--- config.mk ---
export PLATFORM = sky130hd
export DESIGN_NAME = srm_front
export DESIGN_NICKNAME = d
export VERILOG_FILES = /design/src/rtl/srm_pkg.sv /design/src/rtl/srm_front.sv
export SDC_FILE = /design/constraint.sdc
export NUM_CORES = 1
export LEC_CHECK = 0
export BUFFER_PORTS_ARGS = -buffer_cell sky130_fd_sc_hd__clkbuf_2
export CAP_MARGIN = 20
export CORE_ASPECT_RATIO = 0.75
export CORE_MARGIN = 4
export CORE_UTILIZATION = 47
export CTS_CLUSTER_DIAMETER = 40
export DETAILED_ROUTE_END_ITERATION = 10
export PLACE_DENSITY = 0.76
export SYNTH_ARGS = -nofsm -noshare
export SYNTH_HDL_FRONTEND = slang
export SYNTH_SLANG_ARGS = --single-unit
--- constraint.sdc ---
create_clock -name aclk -period 3.5 [get_ports aclk]
set_input_delay 0 -clock aclk [delete_from_list [all_inputs] [get_ports aclk]]
set_output_delay 0 -clock aclk [all_outputs]
set_load 0.02 [all_outputs]
--- src/rtl/srm_pkg.sv ---
// shared types and constants for the sorted run merge block
`timescale 1ns / 1ps
`default_nettype none
package srm_pkg;

    localparam int OLDER_DEPTH = 32;
    localparam int KEY_BYTES   = 9;

    localparam int FILL_W = $clog2(OLDER_DEPTH + 1);
    localparam int ADDR_W = (OLDER_DEPTH > 1) ? $clog2(OLDER_DEPTH) : 1;

    // key bytes beyond the key length take no part in the key
    localparam logic [63:0] REST_MASK = {64{1'b1}} << (8 * (9 - KEY_BYTES));

    typedef enum logic [1:0] {
        OP_LOAD  = 2'd0,
        OP_MERGE = 2'd1,
        OP_FLUSH = 2'd2
    } op_t;

    typedef struct packed {
        op_t         op;
        logic [7:0]  key_top;
        logic [63:0] key_rest;
        logic [31:0] value_loc;
        logic        live;
    } item_t;

    typedef struct packed {
        logic [7:0]  key_top;
        logic [63:0] key_rest;
        logic [31:0] value_loc;
        logic        live;
    } older_t;

    typedef struct packed {
        logic [7:0]  key_top;
        logic [63:0] key_rest;
        logic [31:0] value_loc;
    } rec_t;

    typedef enum logic [1:0] {
        ST_IDLE,
        ST_PREP,
        ST_RUN,
        ST_DONE
    } state_t;

endpackage
`default_nettype wire

--- src/rtl/srm_front.sv ---
// input side: decodes and masks requests into a two-entry queue
`timescale 1ns / 1ps
`default_nettype none
module srm_front (
    input  wire                  aclk,
    input  wire                  aresetn,
    input  wire                  s_valid,
    output logic                 s_ready,
    input  wire  [1:0]           s_opcode,
    input  wire  [7:0]           s_key_top_byte,
    input  wire  [63:0]          s_key_rest,
    input  wire  [31:0]          s_value_loc,
    input  wire                  s_live,
    output logic                 q_valid,
    output srm_pkg::item_t       q_item,
    input  wire                  q_pop
);
    import srm_pkg::*;

    item_t       q_mem_reg [2];
    logic        wr_ptr_reg, wr_ptr_next;
    logic        rd_ptr_reg, rd_ptr_next;
    logic [1:0]  count_reg, count_next;
    logic        push;
    logic        keep;
    item_t       in_item;

    always_comb begin
        in_item.key_top   = s_key_top_byte;
        in_item.key_rest  = s_key_rest & REST_MASK;
        in_item.value_loc = s_value_loc;
        in_item.live      = s_live;
        unique case (s_opcode)
            OP_LOAD: begin
                in_item.op = OP_LOAD;
                keep       = 1'b1;
            end
            OP_MERGE: begin
                in_item.op = OP_MERGE;
                keep       = 1'b1;
            end
            OP_FLUSH: begin
                in_item.op = OP_FLUSH;
                keep       = 1'b1;
            end
            // unused opcode is taken and dropped here
            default: begin
                in_item.op = OP_LOAD;
                keep       = 1'b0;
            end
        endcase
    end

    assign s_ready = (count_reg != 2'd2);
    assign push    = s_valid && s_ready && keep;
    assign q_valid = (count_reg != 2'd0);
    assign q_item  = q_mem_reg[rd_ptr_reg];

    always_comb begin
        wr_ptr_next = wr_ptr_reg ^ push;
        rd_ptr_next = rd_ptr_reg ^ q_pop;
        count_next  = count_reg + {1'b0, push} - {1'b0, q_pop};
    end

    always_ff @(posedge aclk) begin
        if (!aresetn) begin
            wr_ptr_reg <= 1'b0;
            rd_ptr_reg <= 1'b0;
            count_reg  <= 2'd0;
        end else begin
            wr_ptr_reg <= wr_ptr_next;
            rd_ptr_reg <= rd_ptr_next;
            count_reg  <= count_next;
        end
    end

    always_ff @(posedge aclk) begin
        if (push) begin
            q_mem_reg[wr_ptr_reg] <= in_item;
        end
    end

endmodule
`default_nettype wire

==> results.cfg <==
[route]
drtIter0Drc = 281
wirelength_mm = 17.2
top_layer_used = met4
firstDrtPassIters = 6
routed-wl-met2_mm = 8.75
wl_met3_mm = 1.24
wl_per_cell_um = 18.3
wl_met1_mm = 6.95
avgViaCountPerCell = 4.89
vias = 4606
drc = 0
ant_nets = 0

[synth]
synth_seq_area_share = 0.807
netlist_area_mm2 = 0.00808
ys_warn_count = 0
synth.net_count = 474
netlist_instances = 361
synth-seq-cells = 219
synth_area_per_cell_um2 = 22.4
yosys.cell_types.count = 19

[power]
p_total_mw = 6.84
p_sw_mw = 1.69
p_leak_nw = 4.40
ir_worst_vdd_v = 0.000394
p_clk_frac = 0.356
internal-power_mw = 5.14
pwr-share-comb = 0.167
power_frac_seq = 0.478
power.density_mw_per_mm2 = 603
swShare = 0.248

[cts]
worstSkewPairLatency_ps = 490
clk_pin_slew_ps = 60
post-cts-setup-buffer-count = 0
ctsResizeCount = 0
cts_tree = yes
cts.htree.levels = 1
cts.sinks = 219
ctsHoldBuffers = 111
cts_buffer_depth = 3
root_buffer = clkbuf_16
cts_inserted_buffers = 24

[critical_path]
cp-start-kind = register
crit_arrival_ps = 2330
crit_required_ps = 3500
critPathKind = reg -> out
critPathMaxStageDelay_ps = 810
regToRegSetupSlack_ps = 1230
rr_endpoint = q_mem_reg[0][66]
path_cells = buf_12, mux2_2, clkbuf_2
reg2reg_from = count_reg[0]
reg2reg_depth = 4
critPathMaxFanout = 56
slowest_stage = dfxtp_4
end_kind = output pin

[floorplan]
die_w_um = 159
rows = 41
die_height_um = 122
core_area_mm2 = 0.0168
start_util = 0.480
dieArea_mm2 = 0.0194
io_pins = 220

[cells_and_area]
layout_common_cells = clkbuf_2 (219), edfxtp_1 (214), dlygate4sd3_1 (111), mux2_2 (77), mux2_4 (30)
drive_gt1_frac = 0.512
largest_reg_flops = 214
n_antenna_cell = 0
final_common_cell = clkbuf_2
area_growth_pct = 40.2
nets = 822

[global_routing]
grt_pass1_wl_mm = 26.6
grt_usage = 0.173
overflow = 0
antenna_found_initial = 0
grt_max_degree = 57
grt_pass1_vias = 5030

[placement]
place_congestion = 0.792
portBuffers = 219
place_hpwl_mm = 10.3

[sta]
holdWs_ps = 238
rsz0062_at_grt = no
post-route-period-util = 0.665
max_freq_mhz = 430
tightest_slew_ps = 775
slew_violations = 0
clock_skew_ps = 9.45
finalCriticalPeriod_ps = 2330
fin_setup_tns_ps = 0
final-hold-violation-count = 0
setup_viol = 0
slew_headroom = 0.484

[status]
status = finished, final reports clean

[hold_path]
min_path_type = in -> reg
min-delay-start = s_key_rest[17]
hold_end = q_mem_reg[1][50]
hold-path-cell-count = 2

[run]
drv_cap = 0
-- cell usage after synthesis (all sizes together) --
cell type | n | area, um2
mux2 | 107 | 1320
a31oi | 1 | 6.26
dfxtp | 5 | 100
nor2b | 2 | 12.5
nand2b | 1 | 6.26
or2 | 2 | 12.5
and2 | 2 | 12.5
inv | 3 | 11.3
nand2 | 2 | 7.51
xor2 | 1 | 8.76
mux2i | 1 | 10.0
buf | 12 | 91.3
edfxtp | 214 | 6430
ha | 2 | 25.0
nor2 | 3 | 11.3
xnor2 | 2 | 17.5
and3 | 1 | 6.26
-- through the flow --
step | setup slack [ps] | area, um2 | util | instances
4_1_cts | 1120 | 11300 | 0.674 | 942
3_5_place_dp | 1270 | 9440 | 0.561 | 787
5_1_grt | 1060 | 11300 | 0.674 | 942
3_3_place_gp | 1360 | 9440 | 0.561 | 787
2_1_floorplan | 821 | 8090 | - | 361
6_report | 1170 | 11300 | 0.674 | 942
-- logic make-up after synthesis --
family | synth area share
buffers and inverters | 0.0127
XOR/XNOR | 0.00325
multiplexers | 0.164
AND/OR/NAND/NOR | 0.00851
AO/OA/AOI/OAI | 0.000774
adder cells (fa/ha/maj) | 0.00310
flip-flops | 0.807
-- final cells by class --
| cell class | instances | area [um2] |
|---|---|---|
| clock buffers | 31 | 648 |
| fillers | 1097 | 5490 |
| well taps | 215 | 269 |
| multi-input cells | 127 | 1470 |
| repair buffers | 334 | 2270 |
| inverters | 3 | 11.3 |
| flip-flops and latches | 219 | 6530 |
| clock inverters | 13 | 134 |
-- worst max-delay path, delay by kind of cell, from the launching register on --
kind / cells / cell delay (ps)
DFF: 1 / 810
buffers and inverters: 2 / 550
muxes: 1 / 400
-- power by group through the flow --
stage          clock network (mW)  logic (mW)  registers [mW]
2_1_floorplan                   0       0.690            3.29
3_3_place_gp                    0        1.02            3.30
3_5_place_dp                    0        1.04            3.32
4_1_cts                      2.48        1.15            3.27
5_1_grt                      2.61        1.21            3.29
6_report                     2.43        1.14            3.27
-- worst max-delay path by stage --
| stage | to | startpoint | cells after the start |
|---|---|---|---|
| 6_report | q_item[106] | register | 3 |
| 5_1_grt | q_item[106] | register | 3 |
| 4_1_cts | q_item[24] | register | 3 |
| 3_5_place_dp | q_mem_reg[0][74] | count_reg[0] | 4 |
| 3_3_place_gp | q_mem_reg[0][11] | count_reg[0] | 4 |
| 2_1_floorplan | q_mem_reg[0][0] | count_reg[0] | 3 |
-- per-layer routing --
metal,GRT usage,vias to the layer above
li1,-,2121
met1,0.213,2260
met2,0.308,198
met3,0.0494,27
met4,0.0412,0
met5,0,-
No activity file was read; power rests on OpenSTA's default activity.
