$ cat src/rtl/srm_pkg.sv
// shared types and constants for the sorted run merge block
`timescale 1ns / 1ps
`default_nettype none
package srm_pkg;

    localparam int OLDER_DEPTH = 32;
    localparam int KEY_BYTES   = 9;

    localparam int FILL_W = $clog2(OLDER_DEPTH + 1);
    localparam int ADDR_W = (OLDER_DEPTH > 1) ? $clog2(OLDER_DEPTH) : 1;

    // key bytes beyond the key length take no part in the key
    localparam logic [63:0] REST_MASK = {64{1'b1}} << (8 * (9 - KEY_BYTES));

    typedef enum logic [1:0] {
        OP_LOAD  = 2'd0,
        OP_MERGE = 2'd1,
        OP_FLUSH = 2'd2
    } op_t;

    typedef struct packed {
        op_t         op;
        logic [7:0]  key_top;
        logic [63:0] key_rest;
        logic [31:0] value_loc;
        logic        live;
    } item_t;

    typedef struct packed {
        logic [7:0]  key_top;
        logic [63:0] key_rest;
        logic [31:0] value_loc;
        logic        live;
    } older_t;

    typedef struct packed {
        logic [7:0]  key_top;
        logic [63:0] key_rest;
        logic [31:0] value_loc;
    } rec_t;

    typedef enum logic [1:0] {
        ST_IDLE,
        ST_PREP,
        ST_RUN,
        ST_DONE
    } state_t;

endpackage
`default_nettype wire

$ cat src/rtl/srm_back.sv
// merge engine: older record store, merge sequencer and result register
`timescale 1ns / 1ps
`default_nettype none
module srm_back (
    input  wire                  aclk,
    input  wire                  aresetn,
    input  wire                  q_valid,
    input  srm_pkg::item_t       q_item,
    output logic                 q_pop,
    output logic                 m_valid,
    input  wire                  m_ready,
    output logic [7:0]           m_out_key_top_byte,
    output logic [63:0]          m_out_key_rest,
    output logic [31:0]          m_out_value_loc,
    output logic                 m_last
);
    import srm_pkg::*;

    older_t              mem [OLDER_DEPTH];
    older_t              rd_reg;
    logic                mem_we;

    state_t              state_reg, state_next;
    item_t               cur_reg, cur_next;
    logic [FILL_W-1:0]   fill_reg, fill_next;
    logic [FILL_W-1:0]   rp_reg, rp_next;
    rec_t                pend_reg, pend_next;
    logic                pend_valid_reg, pend_valid_next;
    rec_t                out_reg, out_next;
    logic                out_last_reg, out_last_next;
    logic                m_valid_reg, m_valid_next;

    logic                out_free;
    logic                out_load;
    logic                have_old;
    logic                older_lt;
    logic                older_eq;
    logic                take_old;
    logic                slot_ok;
    rec_t                old_rec;
    rec_t                new_rec;

    assign out_free = !m_valid_reg || m_ready;
    assign have_old = rp_reg < fill_reg;
    assign older_lt = {rd_reg.key_top, rd_reg.key_rest} < {cur_reg.key_top, cur_reg.key_rest};
    assign older_eq = {rd_reg.key_top, rd_reg.key_rest} == {cur_reg.key_top, cur_reg.key_rest};
    assign take_old = have_old && ((cur_reg.op == OP_FLUSH) || older_lt);
    // the held result can make room for a new one
    assign slot_ok  = !pend_valid_reg || out_free;

    assign old_rec = '{key_top: rd_reg.key_top, key_rest: rd_reg.key_rest,
                       value_loc: rd_reg.value_loc};
    assign new_rec = '{key_top: cur_reg.key_top, key_rest: cur_reg.key_rest,
                       value_loc: cur_reg.value_loc};

    always_comb begin
        state_next      = state_reg;
        cur_next        = cur_reg;
        fill_next       = fill_reg;
        rp_next         = rp_reg;
        pend_next       = pend_reg;
        pend_valid_next = pend_valid_reg;
        out_load        = 1'b0;
        out_last_next   = out_last_reg;
        q_pop           = 1'b0;
        mem_we          = 1'b0;
        unique case (state_reg)
            ST_IDLE: begin
                if (q_valid) begin
                    q_pop    = 1'b1;
                    cur_next = q_item;
                    if (q_item.op == OP_LOAD) begin
                        // loads past capacity are dropped
                        if (fill_reg < FILL_W'(OLDER_DEPTH)) begin
                            mem_we    = 1'b1;
                            fill_next = fill_reg + FILL_W'(1);
                        end
                    end else begin
                        state_next = ST_PREP;
                    end
                end
            end
            ST_PREP: begin
                state_next = ST_RUN;
            end
            ST_RUN: begin
                if (take_old) begin
                    if (!rd_reg.live) begin
                        rp_next = rp_reg + FILL_W'(1);
                    end else if (slot_ok) begin
                        out_load        = pend_valid_reg;
                        out_last_next   = 1'b0;
                        pend_next       = old_rec;
                        pend_valid_next = 1'b1;
                        rp_next         = rp_reg + FILL_W'(1);
                    end
                end else if (cur_reg.op == OP_MERGE) begin
                    if (!cur_reg.live || slot_ok) begin
                        // an equal older key is consumed either way
                        if (have_old && older_eq) begin
                            rp_next = rp_reg + FILL_W'(1);
                        end
                        if (cur_reg.live) begin
                            out_load        = pend_valid_reg;
                            out_last_next   = 1'b0;
                            pend_next       = new_rec;
                            pend_valid_next = 1'b1;
                        end
                        state_next = ST_DONE;
                    end
                end else begin
                    fill_next  = '0;
                    rp_next    = '0;
                    state_next = ST_DONE;
                end
            end
            ST_DONE: begin
                if (!pend_valid_reg) begin
                    state_next = ST_IDLE;
                end else if (out_free) begin
                    out_load        = 1'b1;
                    out_last_next   = 1'b1;
                    pend_valid_next = 1'b0;
                    state_next      = ST_IDLE;
                end
            end
            default: begin
                state_next = ST_IDLE;
            end
        endcase
        out_next     = out_load ? pend_reg : out_reg;
        m_valid_next = out_load || (m_valid_reg && !m_ready);
        if (!out_load) begin
            out_last_next = out_last_reg;
        end
    end

    always_ff @(posedge aclk) begin
        if (!aresetn) begin
            state_reg      <= ST_IDLE;
            fill_reg       <= '0;
            rp_reg         <= '0;
            pend_valid_reg <= 1'b0;
            m_valid_reg    <= 1'b0;
        end else begin
            state_reg      <= state_next;
            fill_reg       <= fill_next;
            rp_reg         <= rp_next;
            pend_valid_reg <= pend_valid_next;
            m_valid_reg    <= m_valid_next;
        end
    end

    always_ff @(posedge aclk) begin
        cur_reg      <= cur_next;
        pend_reg     <= pend_next;
        out_reg      <= out_next;
        out_last_reg <= out_last_next;
    end

    // store: one write port at the fill point, registered read at the next read pointer
    always_ff @(posedge aclk) begin
        if (mem_we) begin
            mem[fill_reg[ADDR_W-1:0]] <= '{key_top: q_item.key_top, key_rest: q_item.key_rest,
                                           value_loc: q_item.value_loc, live: q_item.live};
        end
        rd_reg <= mem[rp_next[ADDR_W-1:0]];
    end

    assign m_valid            = m_valid_reg;
    assign m_out_key_top_byte = out_reg.key_top;
    assign m_out_key_rest     = out_reg.key_rest;
    assign m_out_value_loc    = out_reg.value_loc;
    assign m_last             = out_last_reg;

endmodule
`default_nettype wire

$ cat config.mk
export PLATFORM = sky130hd
export DESIGN_NAME = srm_back
export DESIGN_NICKNAME = d
export VERILOG_FILES = /design/src/rtl/srm_pkg.sv /design/src/rtl/srm_back.sv
export SDC_FILE = /design/constraint.sdc
export NUM_CORES = 2
export LEC_CHECK = 0
export ABC_CLOCK_PERIOD_IN_PS = 13400
export BUFFER_PORTS_ARGS = -buffer_cell sky130_fd_sc_hd__buf_2
export CAP_MARGIN = 30
export CELL_PAD_IN_SITES_DETAIL_PLACEMENT = 0
export CELL_PAD_IN_SITES_GLOBAL_PLACEMENT = 2
export CORE_MARGIN = 2
export CORE_UTILIZATION = 45
export CTS_CLUSTER_SIZE = 28
export DETAILED_ROUTE_END_ITERATION = 8
export PLACE_DENSITY_LB_ADDON = 0.1
export SETUP_SLACK_MARGIN = 0.2
export SLEW_MARGIN = 30
export SYNTH_ARGS = -nofsm -noshare
export SYNTH_HDL_FRONTEND = slang
export SYNTH_SLANG_ARGS = --single-unit
$ cat constraint.sdc
create_clock -name aclk -period 13.4 [get_ports aclk]
set_input_delay 0.67 -clock aclk [delete_from_list [all_inputs] [get_ports aclk]]
set_output_delay 0.67 -clock aclk [all_outputs]
set_load 0.05 [all_outputs]
==> flow_summary.ini <==
[logic_synthesis]
synth-seq-cells = 3797
syn_avg_cell_area_um2 = 18.6
synth_fp_nets = 8196
ys.warnings.count = 0
async_flop_share_pct = 0
ys.flop_type = edfxtp_1
synth_commonest_cells = edfxtp_1, mux2i_1, o22ai_1
syn_inst = 8000
synth-adder-area-share_pct = 0.715
synth.area.top_cells = edfxtp_1, mux2i_1, o22ai_1
ys_seq_area_share_pct = 75.8
synth_compound_area_share_pct = 2.60
muxShareOfSynthArea_pct = 16.8
synth_top_cell_by_area = edfxtp_1
synth-simple-area-share_pct = 2.03
synth_edf_count = 3676
synthDistinctLibCells = 68
synth-xor-area-share_pct = 0.0177
synth.cell_area_mm2 = 0.149
synth_top_family_by_area = multiplexers
synth.most_common_cell = edfxtp_1
synth.top_cell.area_share_pct = 74.2

[grt]
grt_overflow = 0
antenna_found_initial = 42
grt_max_degree = 140
grt_pass1_vias = 73600
grt_util_all_layers_pct = 24.0
grt_first_pass_wirelength_mm = 564

[power_and_ir_drop]
power_uw = 25500
p_per_area_mw_per_mm2 = 151
leakage_uw = 0.0570
vdd_drop_max_v = 0.000106

[setup_path]
critPathMaxFanout = 114
crit_start = cur_reg[100]
worstSetupEndpointType = flip-flop
crit_path_cell_trace = inv_1 -> ha_1 -> nand4_1 -> nor4_1 -> buf_4 -> nand3_1 -> nor4_1 -> a31oi_2 -> nor3_1 -> a32o_4 -> buf_12 -> buf_4 -> buf_4 -> mux2i_1 -> o22ai_1 -> nor4_2
arrival_ns = 7.88
crit_slowest_cell = nor4_1
startpoint_type = flip-flop
critPathKind = flip-flop to flip-flop
slowest_delay_ns = 0.83
r2r_start = cur_reg[100]
worstPathRequired_ns = 14.24
cpMostUsedCell = buf_4

[place]
dp_hpwl_mm = 210
dpl_cell_area_mm2 = 0.155
port_buffers = 217
gp_congestion = 0.763

[clocking]
h-tree-depth = 5
clk-insertion-delay-late_ns = 0.96
cts_buffers = 398
cts_num_sinks = 3797
cts_tree = done
cts_root_buf = clkbuf_16
clk_pin_slew_ns = 0.06
post_cts.resized_instances = 0
post-cts-setup-buffers = 0
ctsHoldBuffers = 3
clock_path_buffers = 4

[floorplan]
die_w_um = 579
coreArea_mm2 = 0.330
start_util_pct = 45.1
pin_count = 218
rows = 211
die-area_mm2 = 0.335
die_y_um = 579

[cells_and_area]
largest_reg_flops = 3360
seqCellArea_mm2 = 0.113
fillers = 26500
drive_gt1_share_pct = 13.3
multiInputGateArea_mm2 = 0.0334
area_growth_syn_to_layout_pct = 13.2
final_area_mm2 = 0.168
nNetsFinal = 8611

[run_status]
status = completed

[timing]
fin_crit_sh_pct = 52.5
fin_crit_ns = 7.04
rsz0062_at_grt = no
maxSlewHeadroom_pct = 25.8
max_freq_mhz = 142
drv_slew = 0
worst_pin_slew_ns = 1.11
setup_viol = 0
final_hold_viol_count = 0
finalClockSkew_ns = 0.0463
tns_ns = 0

[detailed_routing]
vias = 74700
vias_per_cell = 5.69
drc = 0
dr.pass1.iters = 6
wl_mm = 407
wl_per_cell_um = 31.0
drt_iter0_drc = 6482
drtAntennaViolNets = 0

[job]
drv_cap = 0

[worst_hold_path]
hp-start = q_item[0]
min_path_type = input pin to flip-flop
power breakdown:
group | total [uW] | internal [uW] | leakage [uW] | switching [uW]
Clock | 11100 | 6590 | 0.00650 | 4530
Sequential | 13300 | 13200 | 0.0341 | 59.4
Combinational | 1080 | 281 | 0.0164 | 797
area by class of cell:
class	instances	area share, %
Antenna cell	12	0.0178
Clock buffer	548	6.60
Clock inverter	190	1.26
Inverter	102	0.232
Multi-Input combinational cell	3699	19.8
Sequential cell	3797	67.0
Tap cell	4366	3.24
Timing Repair Buffer	417	1.86
cells in the final DEF, fill, tap and decap left out, types with 58 or more instances in the layout:
cell type  instances
edfxtp_1        3676
mux2i_1         2490
o22ai_1          414
clkbuf_16        404
nand2_1          223
buf_2            217
buf_4            145
dfxtp_1          121
nor4_2           105
inv_1            101
clkbuf_1          97
o21ai_0           89
ha_1              85
clkinv_2          64
clkinv_1          58
per-layer routing:
metal / track usage, % / routed length [um] / share of wire (%) / up-vias
li1: - / - / - / 32700
met1: 33.4 / 178000 / 44 / 39200
met2: 39.6 / 195000 / 48 / 2172
met3: 3.65 / 23300 / 5.7 / 575
met4: 6.18 / 10200 / 2.5 / 8
met5: 0 / 49 / 0.012 / -
cells by family (layout without fill, tap and decap cells):
| group | count (synthesis) | in the layout |
|---|---|---|
| xor gates and xnor gates | 3 | 3 |
| AOI/OAI and AO/OA | 624 | 624 |
| DFF | 3797 | 3797 |
| other | 0 | 12 |
| and+or+nand+nor | 492 | 492 |
| muxes | 2495 | 2495 |
| buffers and inverters | 504 | 1257 |
| adders and majority gates | 85 | 85 |
critical path: cells and delay by family (launching register included):
family | cells | cell delay (ns)
AOI/OAI and AO/OA | 3 | 0.95
adders and majority gates | 1 | 0.31
buffers and inverters | 5 | 2.63
DFF | 1 | 0.32
muxes | 1 | 0.29
and+or+nand+nor | 6 | 2.21
metrics by stage:
stage                     utilization [%]  cells  hold WS (ns)  setup slack, ns
after CTS                            51.0  13100         0.130             6.32
final                                51.1  13100         0.211             6.36
after floorplan                         -   8000         0.400             6.17
after global routing                 51.1  13100         0.214             6.00
after global placement               46.9  12400         0.401             6.35
after detailed placement             47.0  12400         0.405             6.38
path summary, 6_finish.rpt:
check	endpoint	slack (ns)	cells after the start
worst max-delay path	old_rec[35]	6.36	16
worst min-delay path	mem[14][0]	0.21	1
worst max register to register	old_rec[35]	6.36	16
worst min register to register	m_out_value_loc[4]	0.41	0
(Power assumes the default switching activity.)
